$ cat config.mk
export PLATFORM = sky130hd
export DESIGN_NAME = bmf_ctrl
export DESIGN_NICKNAME = d
export VERILOG_FILES = /design/src/bmf_pkg.sv /design/src/bmf_ctrl.sv
export VERILOG_INCLUDE_DIRS = /design/src /design/src/src
export SDC_FILE = /design/constraint.sdc
export NUM_CORES = 1
export LEC_CHECK = 0
export BUFFER_PORTS_ARGS = -buffer_cell sky130_fd_sc_hd__buf_2
export CORE_AREA = 10 10 83 85
export CTS_BUF_LIST = sky130_fd_sc_hd__clkbuf_16
export CTS_CLUSTER_DIAMETER = 60
export DETAILED_ROUTE_END_ITERATION = 12
export DIE_AREA = 0 0 93 95
export MAX_ROUTING_LAYER = met4
export PLACE_DENSITY = 0.57
export SETUP_SLACK_MARGIN = 0.15
export SLEW_MARGIN = 20
export SYNTH_ARGS = -nofsm -noshare
export SYNTH_HDL_FRONTEND = slang
export SYNTH_SLANG_ARGS = --single-unit
$ cat constraint.sdc
create_clock -name clk -period 2.9 [get_ports clk]
set_clock_uncertainty 0.15 [all_clocks]
set_input_delay 0.87 -clock clk [delete_from_list [all_inputs] [get_ports clk]]
set_output_delay 0.87 -clock clk [all_outputs]
set_load 0.02 [all_outputs]
$ cat src/biased_matrix_factorization_sgd_top_assert.svh
// ----------------------------------------------------------------------------
// biased matrix factorization sgd assertion macros
// shared property forms for the block's concurrent checks
// ----------------------------------------------------------------------------
`ifndef BIASED_MATRIX_FACTORIZATION_SGD_TOP_ASSERT_SVH
`define BIASED_MATRIX_FACTORIZATION_SGD_TOP_ASSERT_SVH

// same-cycle implication
`define BMF_ASSERT_IMP(lbl, ante, cons) \
    lbl: assert property (@(posedge clk) disable iff (!rst_n) (ante) |-> (cons)) \
        else $error("bmf check failed");

// next-cycle implication
`define BMF_ASSERT_NXT(lbl, ante, cons) \
    lbl: assert property (@(posedge clk) disable iff (!rst_n) (ante) |=> (cons)) \
        else $error("bmf check failed");

`endif

$ cat src/bmf_pkg.sv
// ----------------------------------------------------------------------------
// bmf_pkg
// types, constants and fixed-point helpers of the matrix factorization block
// ----------------------------------------------------------------------------
`default_nettype none

package bmf_pkg;

    localparam int USER_W     = 12;
    localparam int ITEM_W     = 12;
    localparam int FAC_W      = 7;
    localparam int FACTORS    = 128;
    localparam int BIAS_DEPTH = 4096;
    localparam int FMEM_DEPTH = 524288;
    localparam int CNT_W      = 12;
    localparam int WORD_W     = 32;
    localparam int MEAN_W     = 19;
    localparam int RATE_W     = 16;
    localparam int RATING_W   = 3;
    localparam int CFG_IDX_W  = 3;
    localparam int CFG_W      = 19;
    localparam int ACC_W      = 56;
    localparam int WIDE_W     = 70;
    localparam int RND_W      = 54;

    localparam logic signed [WORD_W-1:0] CLIP_LO = 32'sh0001_0000;
    localparam logic signed [WORD_W-1:0] CLIP_HI = 32'sh0005_0000;

    typedef enum logic [1:0] {
        ACT_LOAD    = 2'd0,
        ACT_TRAIN   = 2'd1,
        ACT_PREDICT = 2'd2,
        ACT_NONE    = 2'd3
    } action_t;

    typedef enum logic [1:0] {
        TGT_UBIAS   = 2'd0,
        TGT_IBIAS   = 2'd1,
        TGT_UFACTOR = 2'd2,
        TGT_IFACTOR = 2'd3
    } target_t;

    typedef enum logic [CFG_IDX_W-1:0] {
        CFG_MEAN    = 3'd0,
        CFG_UB_RATE = 3'd1,
        CFG_IB_RATE = 3'd2,
        CFG_UF_RATE = 3'd3,
        CFG_IF_RATE = 3'd4,
        CFG_B_DECAY = 3'd5,
        CFG_F_DECAY = 3'd6
    } cfg_idx_t;

    typedef struct packed {
        logic              clear;
        logic [CNT_W-1:0]  addr;
        logic              latch;
        logic              load;
        logic              bias_rd;
        logic              acc_clr;
        logic              dot_rd;
        logic              upd_rd;
        logic [FAC_W-1:0]  k;
        logic              bias_go;
        logic              pred;
        logic              err;
        logic              zero;
        logic              out_ld;
    } cmd_t;

    typedef struct packed {
        action_t action;
    } status_t;

    // drop 16 fraction bits, nearest, ties toward plus infinity
    function automatic logic signed [RND_W-1:0] rnd16(input logic signed [WIDE_W-1:0] x);
        logic signed [WIDE_W-1:0] t;
        begin
            t = (x + WIDE_W'(32768)) >>> 16;
            rnd16 = t[RND_W-1:0];
        end
    endfunction

    function automatic logic signed [WORD_W-1:0] sat32(input logic signed [WIDE_W-1:0] x);
        begin
            if (x > WIDE_W'(64'sh0000_0000_7FFF_FFFF))
                sat32 = 32'sh7FFF_FFFF;
            else if (x < -WIDE_W'(64'sh0000_0000_8000_0000))
                sat32 = 32'sh8000_0000;
            else
                sat32 = x[WORD_W-1:0];
        end
    endfunction

endpackage

`default_nettype wire

$ cat src/bmf_ctrl.sv
// ----------------------------------------------------------------------------
// bmf_ctrl
// sequencer for clearing, load, dot product, bias and factor update phases
// ----------------------------------------------------------------------------
`default_nettype none

module bmf_ctrl (
    input  wire logic              clk,
    input  wire logic              rst_n,
    input  wire logic              in_valid,
    output logic                   in_stall,
    output logic                   out_valid,
    input  wire logic              out_stall,
    input  wire bmf_pkg::status_t  status,
    output bmf_pkg::cmd_t          cmd
);

    `include "biased_matrix_factorization_sgd_top_assert.svh"

    localparam int CW = bmf_pkg::CNT_W;

    typedef enum logic [12:0] {
        S_CLEAR  = 13'b0_0000_0000_0001,
        S_IDLE   = 13'b0_0000_0000_0010,
        S_DECODE = 13'b0_0000_0000_0100,
        S_LOAD   = 13'b0_0000_0000_1000,
        S_BREAD  = 13'b0_0000_0001_0000,
        S_DOT    = 13'b0_0000_0010_0000,
        S_DDRAIN = 13'b0_0000_0100_0000,
        S_PRED   = 13'b0_0000_1000_0000,
        S_ERR    = 13'b0_0001_0000_0000,
        S_BIAS   = 13'b0_0010_0000_0000,
        S_UPD    = 13'b0_0100_0000_0000,
        S_UDRAIN = 13'b0_1000_0000_0000,
        S_RESULT = 13'b1_0000_0000_0000
    } state_t;

    state_t state_reg, state_next;
    logic [CW-1:0] cnt_reg, cnt_next;
    logic out_valid_reg, out_valid_next;

    always_ff @(posedge clk or negedge rst_n)
    begin
        if (!rst_n)
        begin
            state_reg     <= S_CLEAR;
            cnt_reg       <= '0;
            out_valid_reg <= 1'b0;
        end
        else
        begin
            state_reg     <= state_next;
            cnt_reg       <= cnt_next;
            out_valid_reg <= out_valid_next;
        end
    end

    always_comb
    begin
        state_next = state_reg;
        cnt_next   = cnt_reg;
        cmd        = '0;
        cmd.addr   = cnt_reg;
        cmd.k      = cnt_reg[bmf_pkg::FAC_W-1:0];
        in_stall   = 1'b1;
        unique case (state_reg)
            S_CLEAR:
            begin
                cmd.clear = 1'b1;
                cnt_next  = cnt_reg + 1'b1;
                if (cnt_reg == CW'(bmf_pkg::BIAS_DEPTH - 1))
                    state_next = S_IDLE;
            end
            S_IDLE:
            begin
                in_stall  = 1'b0;
                cmd.latch = in_valid;
                if (in_valid)
                    state_next = S_DECODE;
            end
            S_DECODE:
            begin
                cnt_next = '0;
                unique case (status.action) inside
                    bmf_pkg::ACT_LOAD:    state_next = S_LOAD;
                    bmf_pkg::ACT_TRAIN,
                    bmf_pkg::ACT_PREDICT: state_next = S_BREAD;
                    default:
                    begin
                        cmd.zero   = 1'b1;
                        state_next = S_RESULT;
                    end
                endcase
            end
            S_LOAD:
            begin
                cmd.load   = 1'b1;
                cmd.zero   = 1'b1;
                state_next = S_RESULT;
            end
            S_BREAD:
            begin
                cmd.bias_rd = 1'b1;
                cmd.acc_clr = 1'b1;
                cnt_next    = '0;
                state_next  = S_DOT;
            end
            S_DOT:
            begin
                cmd.dot_rd = 1'b1;
                cnt_next   = cnt_reg + 1'b1;
                if (cnt_reg == CW'(bmf_pkg::FACTORS - 1))
                begin
                    cnt_next   = '0;
                    state_next = S_DDRAIN;
                end
            end
            S_DDRAIN:
            begin
                cnt_next = cnt_reg + 1'b1;
                if (cnt_reg == CW'(1))
                    state_next = S_PRED;
            end
            S_PRED:
            begin
                cmd.pred   = 1'b1;
                cnt_next   = '0;
                state_next = (status.action == bmf_pkg::ACT_TRAIN) ? S_ERR : S_RESULT;
            end
            S_ERR:
            begin
                cmd.err    = 1'b1;
                state_next = S_BIAS;
            end
            S_BIAS:
            begin
                cmd.bias_go = (cnt_reg == '0);
                cnt_next    = cnt_reg + 1'b1;
                if (cnt_reg == CW'(3))
                begin
                    cnt_next   = '0;
                    state_next = S_UPD;
                end
            end
            S_UPD:
            begin
                cmd.upd_rd = 1'b1;
                cnt_next   = cnt_reg + 1'b1;
                if (cnt_reg == CW'(bmf_pkg::FACTORS - 1))
                begin
                    cnt_next   = '0;
                    state_next = S_UDRAIN;
                end
            end
            S_UDRAIN:
            begin
                cnt_next = cnt_reg + 1'b1;
                if (cnt_reg == CW'(3))
                    state_next = S_RESULT;
            end
            S_RESULT:
            begin
                if (!out_valid_reg || !out_stall)
                begin
                    cmd.out_ld = 1'b1;
                    state_next = S_IDLE;
                end
            end
            default:
            begin
                state_next = S_IDLE;
            end
        endcase
    end

    always_comb
    begin
        out_valid_next = out_valid_reg;
        if (cmd.out_ld)
            out_valid_next = 1'b1;
        else if (!out_stall)
            out_valid_next = 1'b0;
    end

    assign out_valid = out_valid_reg;

    `BMF_ASSERT_IMP(a_no_overwrite, cmd.out_ld && out_valid_reg, !out_stall)
    `BMF_ASSERT_NXT(a_accept_decode, in_valid && !in_stall, state_reg == S_DECODE)
    `BMF_ASSERT_IMP(a_phase_excl, cmd.dot_rd, !cmd.upd_rd && !cmd.clear)

endmodule

`default_nettype wire
==> impl_metrics.prom <==
# TYPE chip_impl_metric gauge
chip_impl_metric{name="share_seq_of_total_power",unit="%"} 27.7
chip_impl_metric{name="maxCapViolCount",unit=""} 0
chip_impl_metric{name="syn_area",unit="um^2"} 1790
chip_impl_metric{name="post-dp-hpwl",unit="um"} 4150
chip_impl_metric{name="floorplan.rows",unit=""} 27
chip_impl_metric{name="multi_input_area",unit="um^2"} 1250
chip_impl_metric{name="cts.sinks",unit=""} 26
chip_impl_metric{name="die_area",unit="um^2"} 8840
chip_impl_info{name="cts.root.buffer_cell",value="clkbuf_16"} 1
chip_impl_metric{name="tritoncts.num_buffers",unit=""} 3
chip_impl_metric{name="asyncSetResetFlopFracSynth",unit="%"} 100
chip_impl_metric{name="synthCells",unit=""} 216
chip_impl_metric{name="synth_fp_nets",unit=""} 228
chip_impl_metric{name="routed_wire_length_per_instance",unit="um"} 15.1
chip_impl_metric{name="clkLatencyLatePin",unit="ns"} 0.26
chip_impl_metric{name="dpl.cell_count",unit=""} 350
chip_impl_metric{name="overflow",unit=""} 0
chip_impl_metric{name="leakagePower",unit="nW"} 1.37
chip_impl_metric{name="post_route_cells_drive_above_1_share",unit="%"} 49.5
chip_impl_metric{name="share_comb_of_total_power",unit="%"} 51.2
chip_impl_metric{name="via_count_of_the_first_global_routing_pass",unit=""} 1930
chip_impl_metric{name="wl",unit="um"} 5480
chip_impl_metric{name="gp_congestion",unit=""} 0.904
chip_impl_info{name="hold_path.startpoint",value="out_valid"} 1
chip_impl_info{name="cts_tree",value="done"} 1
chip_impl_metric{name="vdd_drop_max",unit="mV"} 0.229
chip_impl_metric{name="slew-limit-headroom",unit="%"} 58.1
chip_impl_metric{name="worst_setup_hold_path_clk_slew",unit="ns"} 0.07
chip_impl_metric{name="design.core.area",unit="um^2"} 5340
chip_impl_metric{name="dpl_cell_area",unit="um^2"} 2350
chip_impl_metric{name="worst-slew-pin-transition",unit="ns"} 0.629
chip_impl_metric{name="worstPathRequired",unit="ns"} 1.88
chip_impl_metric{name="die_h",unit="um"} 95
chip_impl_metric{name="cp.arrival",unit="ns"} 2.08
chip_impl_metric{name="layout-area-overhead-vs-synth",unit="%"} 53.8
chip_impl_info{name="top_cell_type_by_total_area_after_synthesis",value="dfrtp_1"} 1
chip_impl_metric{name="routed_via_density",unit=""} 5.05
chip_impl_info{name="ys_top_cells_by_count",value="nand2_1, dfrtp_1, nor2_1"} 1
chip_impl_metric{name="setup_viol",unit=""} 11
chip_impl_metric{name="timing_hold_violations_final",unit=""} 0
chip_impl_metric{name="regArea",unit="um^2"} 657
chip_impl_metric{name="avg_synthesized_cell_area",unit="um^2"} 8.28
chip_impl_metric{name="critical_path.max_fanout",unit=""} 3
chip_impl_metric{name="grt_start_max_net_pins",unit=""} 27
chip_impl_metric{name="post-route-period-util",unit="%"} 107
chip_impl_metric{name="num_antenna_cells",unit=""} 0
chip_impl_metric{name="firstDrtPassIters",unit=""} 8
chip_impl_metric{name="cts.path.max_buffers",unit=""} 2
chip_impl_info{name="synth_flop_cell",value="dfrtp_1"} 1
chip_impl_metric{name="ctsHoldBuffers",unit=""} 0
chip_impl_metric{name="switching_power_of_the_nets",unit="uW"} 573
chip_impl_metric{name="power_density_over_cell_area",unit="nW/um^2"} 550
chip_impl_info{name="synth_top_cells_by_area",value="dfrtp_1, nand2_1, ha_1"} 1
chip_impl_info{name="critical_path.endpoint_type",value="output pin"} 1
chip_impl_metric{name="fin_ws",unit="ns"} -0.204
chip_impl_metric{name="synthesis.yosys.warnings",unit=""} 0
chip_impl_metric{name="dr_total_vias",unit=""} 1833
chip_impl_metric{name="design.portCount",unit=""} 39
chip_impl_metric{name="design_area",unit="um^2"} 2750
chip_impl_metric{name="cts_max_level",unit=""} 1
chip_impl_metric{name="report.final.slew_viol_count",unit=""} 0
chip_impl_metric{name="period_needed",unit="ns"} 3.10
chip_impl_metric{name="ys_types",unit=""} 47
chip_impl_info{name="yosys.cell_count.top_type",value="nand2_1"} 1
chip_impl_metric{name="swShare",unit="%"} 37.9
chip_impl_metric{name="groute.usage.overall",unit="%"} 13.6
chip_impl_info{name="timing_worst_setup_path_type",value="flop to output pin"} 1
chip_impl_info{name="status",value="finished with violations"} 1
chip_impl_metric{name="design.final.nets",unit=""} 304
chip_impl_metric{name="fillerInstances",unit=""} 523
chip_impl_info{name="worstSetupStartpoint",value="state_reg[8]"} 1
chip_impl_metric{name="drt_drc_violations_left",unit=""} 0
chip_impl_metric{name="internal_power",unit="uW"} 940
chip_impl_metric{name="detail-route-antenna-nets",unit=""} 0
chip_impl_metric{name="clkPwrFrac",unit="%"} 21.0
chip_impl_info{name="worstReg2RegStart",value="cnt_reg[4]"} 1
chip_impl_info{name="failed_checks",value="negative setup slack"} 1
chip_impl_metric{name="die_w",unit="um"} 93
chip_impl_metric{name="preCtsSetupSlack",unit="ns"} -0.0627
chip_impl_metric{name="yosysSeqAreaShare",unit="%"} 36.4
chip_impl_info{name="timing.hold.worst.class",value="flop to flop"} 1
chip_impl_metric{name="grt_antenna_before_repair",unit=""} 0
chip_impl_metric{name="yosys_register_bits",unit=""} 26
chip_impl_info{name="rsz0062_at_grt",value="yes"} 1
chip_impl_metric{name="port-buffer-count",unit=""} 38
chip_impl_metric{name="largest_register_ff_count",unit=""} 13
chip_impl_metric{name="number_of_cells_in_the_finished_layout_apart_from_fillers",unit=""} 363
chip_impl_metric{name="initial_utilization",unit="%"} 33.5
chip_impl_metric{name="achievable-frequency",unit="GHz"} 0.322
chip_impl_info{name="worst_setup_path_start_kind",value="flop"} 1
chip_impl_metric{name="yosysTopAreaCellShare",unit="%"} 35.0
chip_impl_metric{name="number_of_synthesized_flops_with_an_enable_pin",unit=""} 0
chip_impl_metric{name="grt_first_pass_wirelength",unit="um"} 9490
chip_impl_metric{name="drtIter0Drc",unit=""} 88
-- final timing paths --
check / endpoint / slack [ns] / cells after the start
worst max-delay path: cmd[1] / -0.20 / 5
worst min-delay path: out_valid / 0.38 / 2
worst max register to register: state_reg[11] / 0.18 / 6
worst min register to register: out_valid / 0.38 / 2
max in group asynchronous: cnt_reg[9] / 1.68 / 1
min in group asynchronous: state_reg[3] / 0.47 / 1
-- layout make-up --
class / instances / area share (%)
clock buffer: 3 / 2.73
inverter: 10 / 1.36
multi-input combinational: 164 / 45.3
timing repair buffer: 87 / 23.3
sequential: 26 / 23.9
clock inverter: 1 / 0.136
tap: 72 / 3.27
-- cells by family (layout without fill, tap and decap cells) --
group	Yosys count	count (layout)	synth area share, %
buf+inv	26	101	7.48
compound gates	28	28	10.1
simple gates	126	126	39.4
flops	26	26	36.4
fa+ha+maj	6	6	4.20
mux	1	1	0.839
xor+xnor	3	3	1.47
-- layout by cell type (no fill, tap or decap), types with 3 or more instances in the layout --
| master | n |
|---|---|
| ha_1 | 6 |
| dfrtp_1 | 21 |
| nor3_1 | 11 |
| buf_4 | 48 |
| buf_2 | 26 |
| or4b_2 | 5 |
| nor2_1 | 13 |
| a21oi_1 | 4 |
| inv_1 | 10 |
| dfrtp_2 | 4 |
| nand2_1 | 30 |
| buf_6 | 12 |
| o21ai_0 | 8 |
| and2_1 | 8 |
| or4_4 | 7 |
| or4b_4 | 3 |
| nor4_4 | 4 |
| nand3_1 | 11 |
| nor2_4 | 6 |
| nor2b_1 | 3 |
| clkbuf_16 | 3 |
-- power by group through the flow --
stage	combinational (mW)	sequential, mW	clock, mW
floorplan	0.334	0.437	0
global placement	0.574	0.422	0
detailed placement	0.581	0.423	0
CTS	0.726	0.417	0.323
global route	0.837	0.422	0.336
finish	0.776	0.420	0.318
-- timing repair --
| action | in CTS | in global routing |
|---|---|---|
| setup buffers | 6 | 3 |
| endpoints found under the setup margin | 29 | 26 |
| hold endpoints to repair | 0 | 0 |
| pin swaps | 11 | 9 |
| gates resized for setup | 54 | 7 |
-- critical path, cell delays in order, from the launching register on --
cell	delay (ns)
dfrtp_1	0.38
or4_4	0.54
nand2b_4	0.15
or4_4	0.46
a21oi_4	0.15
buf_6	0.13
-- layer usage --
layer	global-route usage, %	routed length, um	vias to the layer above
met3	2.30	163	9
met1	15.0	2430	877
met2	24.9	2830	36
li1	-	-	911
met4	3.08	58	0
met5	-	0	-
-- metrics by stage --
| stage | power (mW) | hold slack [ns] | util [%] | TNS, ns |
|---|---|---|---|---|
| 3_3_place_gp | 0.995 | 0.345 | 44.0 | -0.115 |
| 6_report | 1.51 | 0.385 | 51.5 | -1.28 |
| 5_1_grt | 1.60 | 0.424 | 51.5 | -1.99 |
| 2_1_floorplan | 0.771 | 0.368 | - | -0.127 |
| 4_1_cts | 1.47 | 0.388 | 50.4 | -1.52 |
| 3_5_place_dp | 1.00 | 0.372 | 44.0 | -0.130 |
No activity file was read; power rests on OpenSTA's default activity.
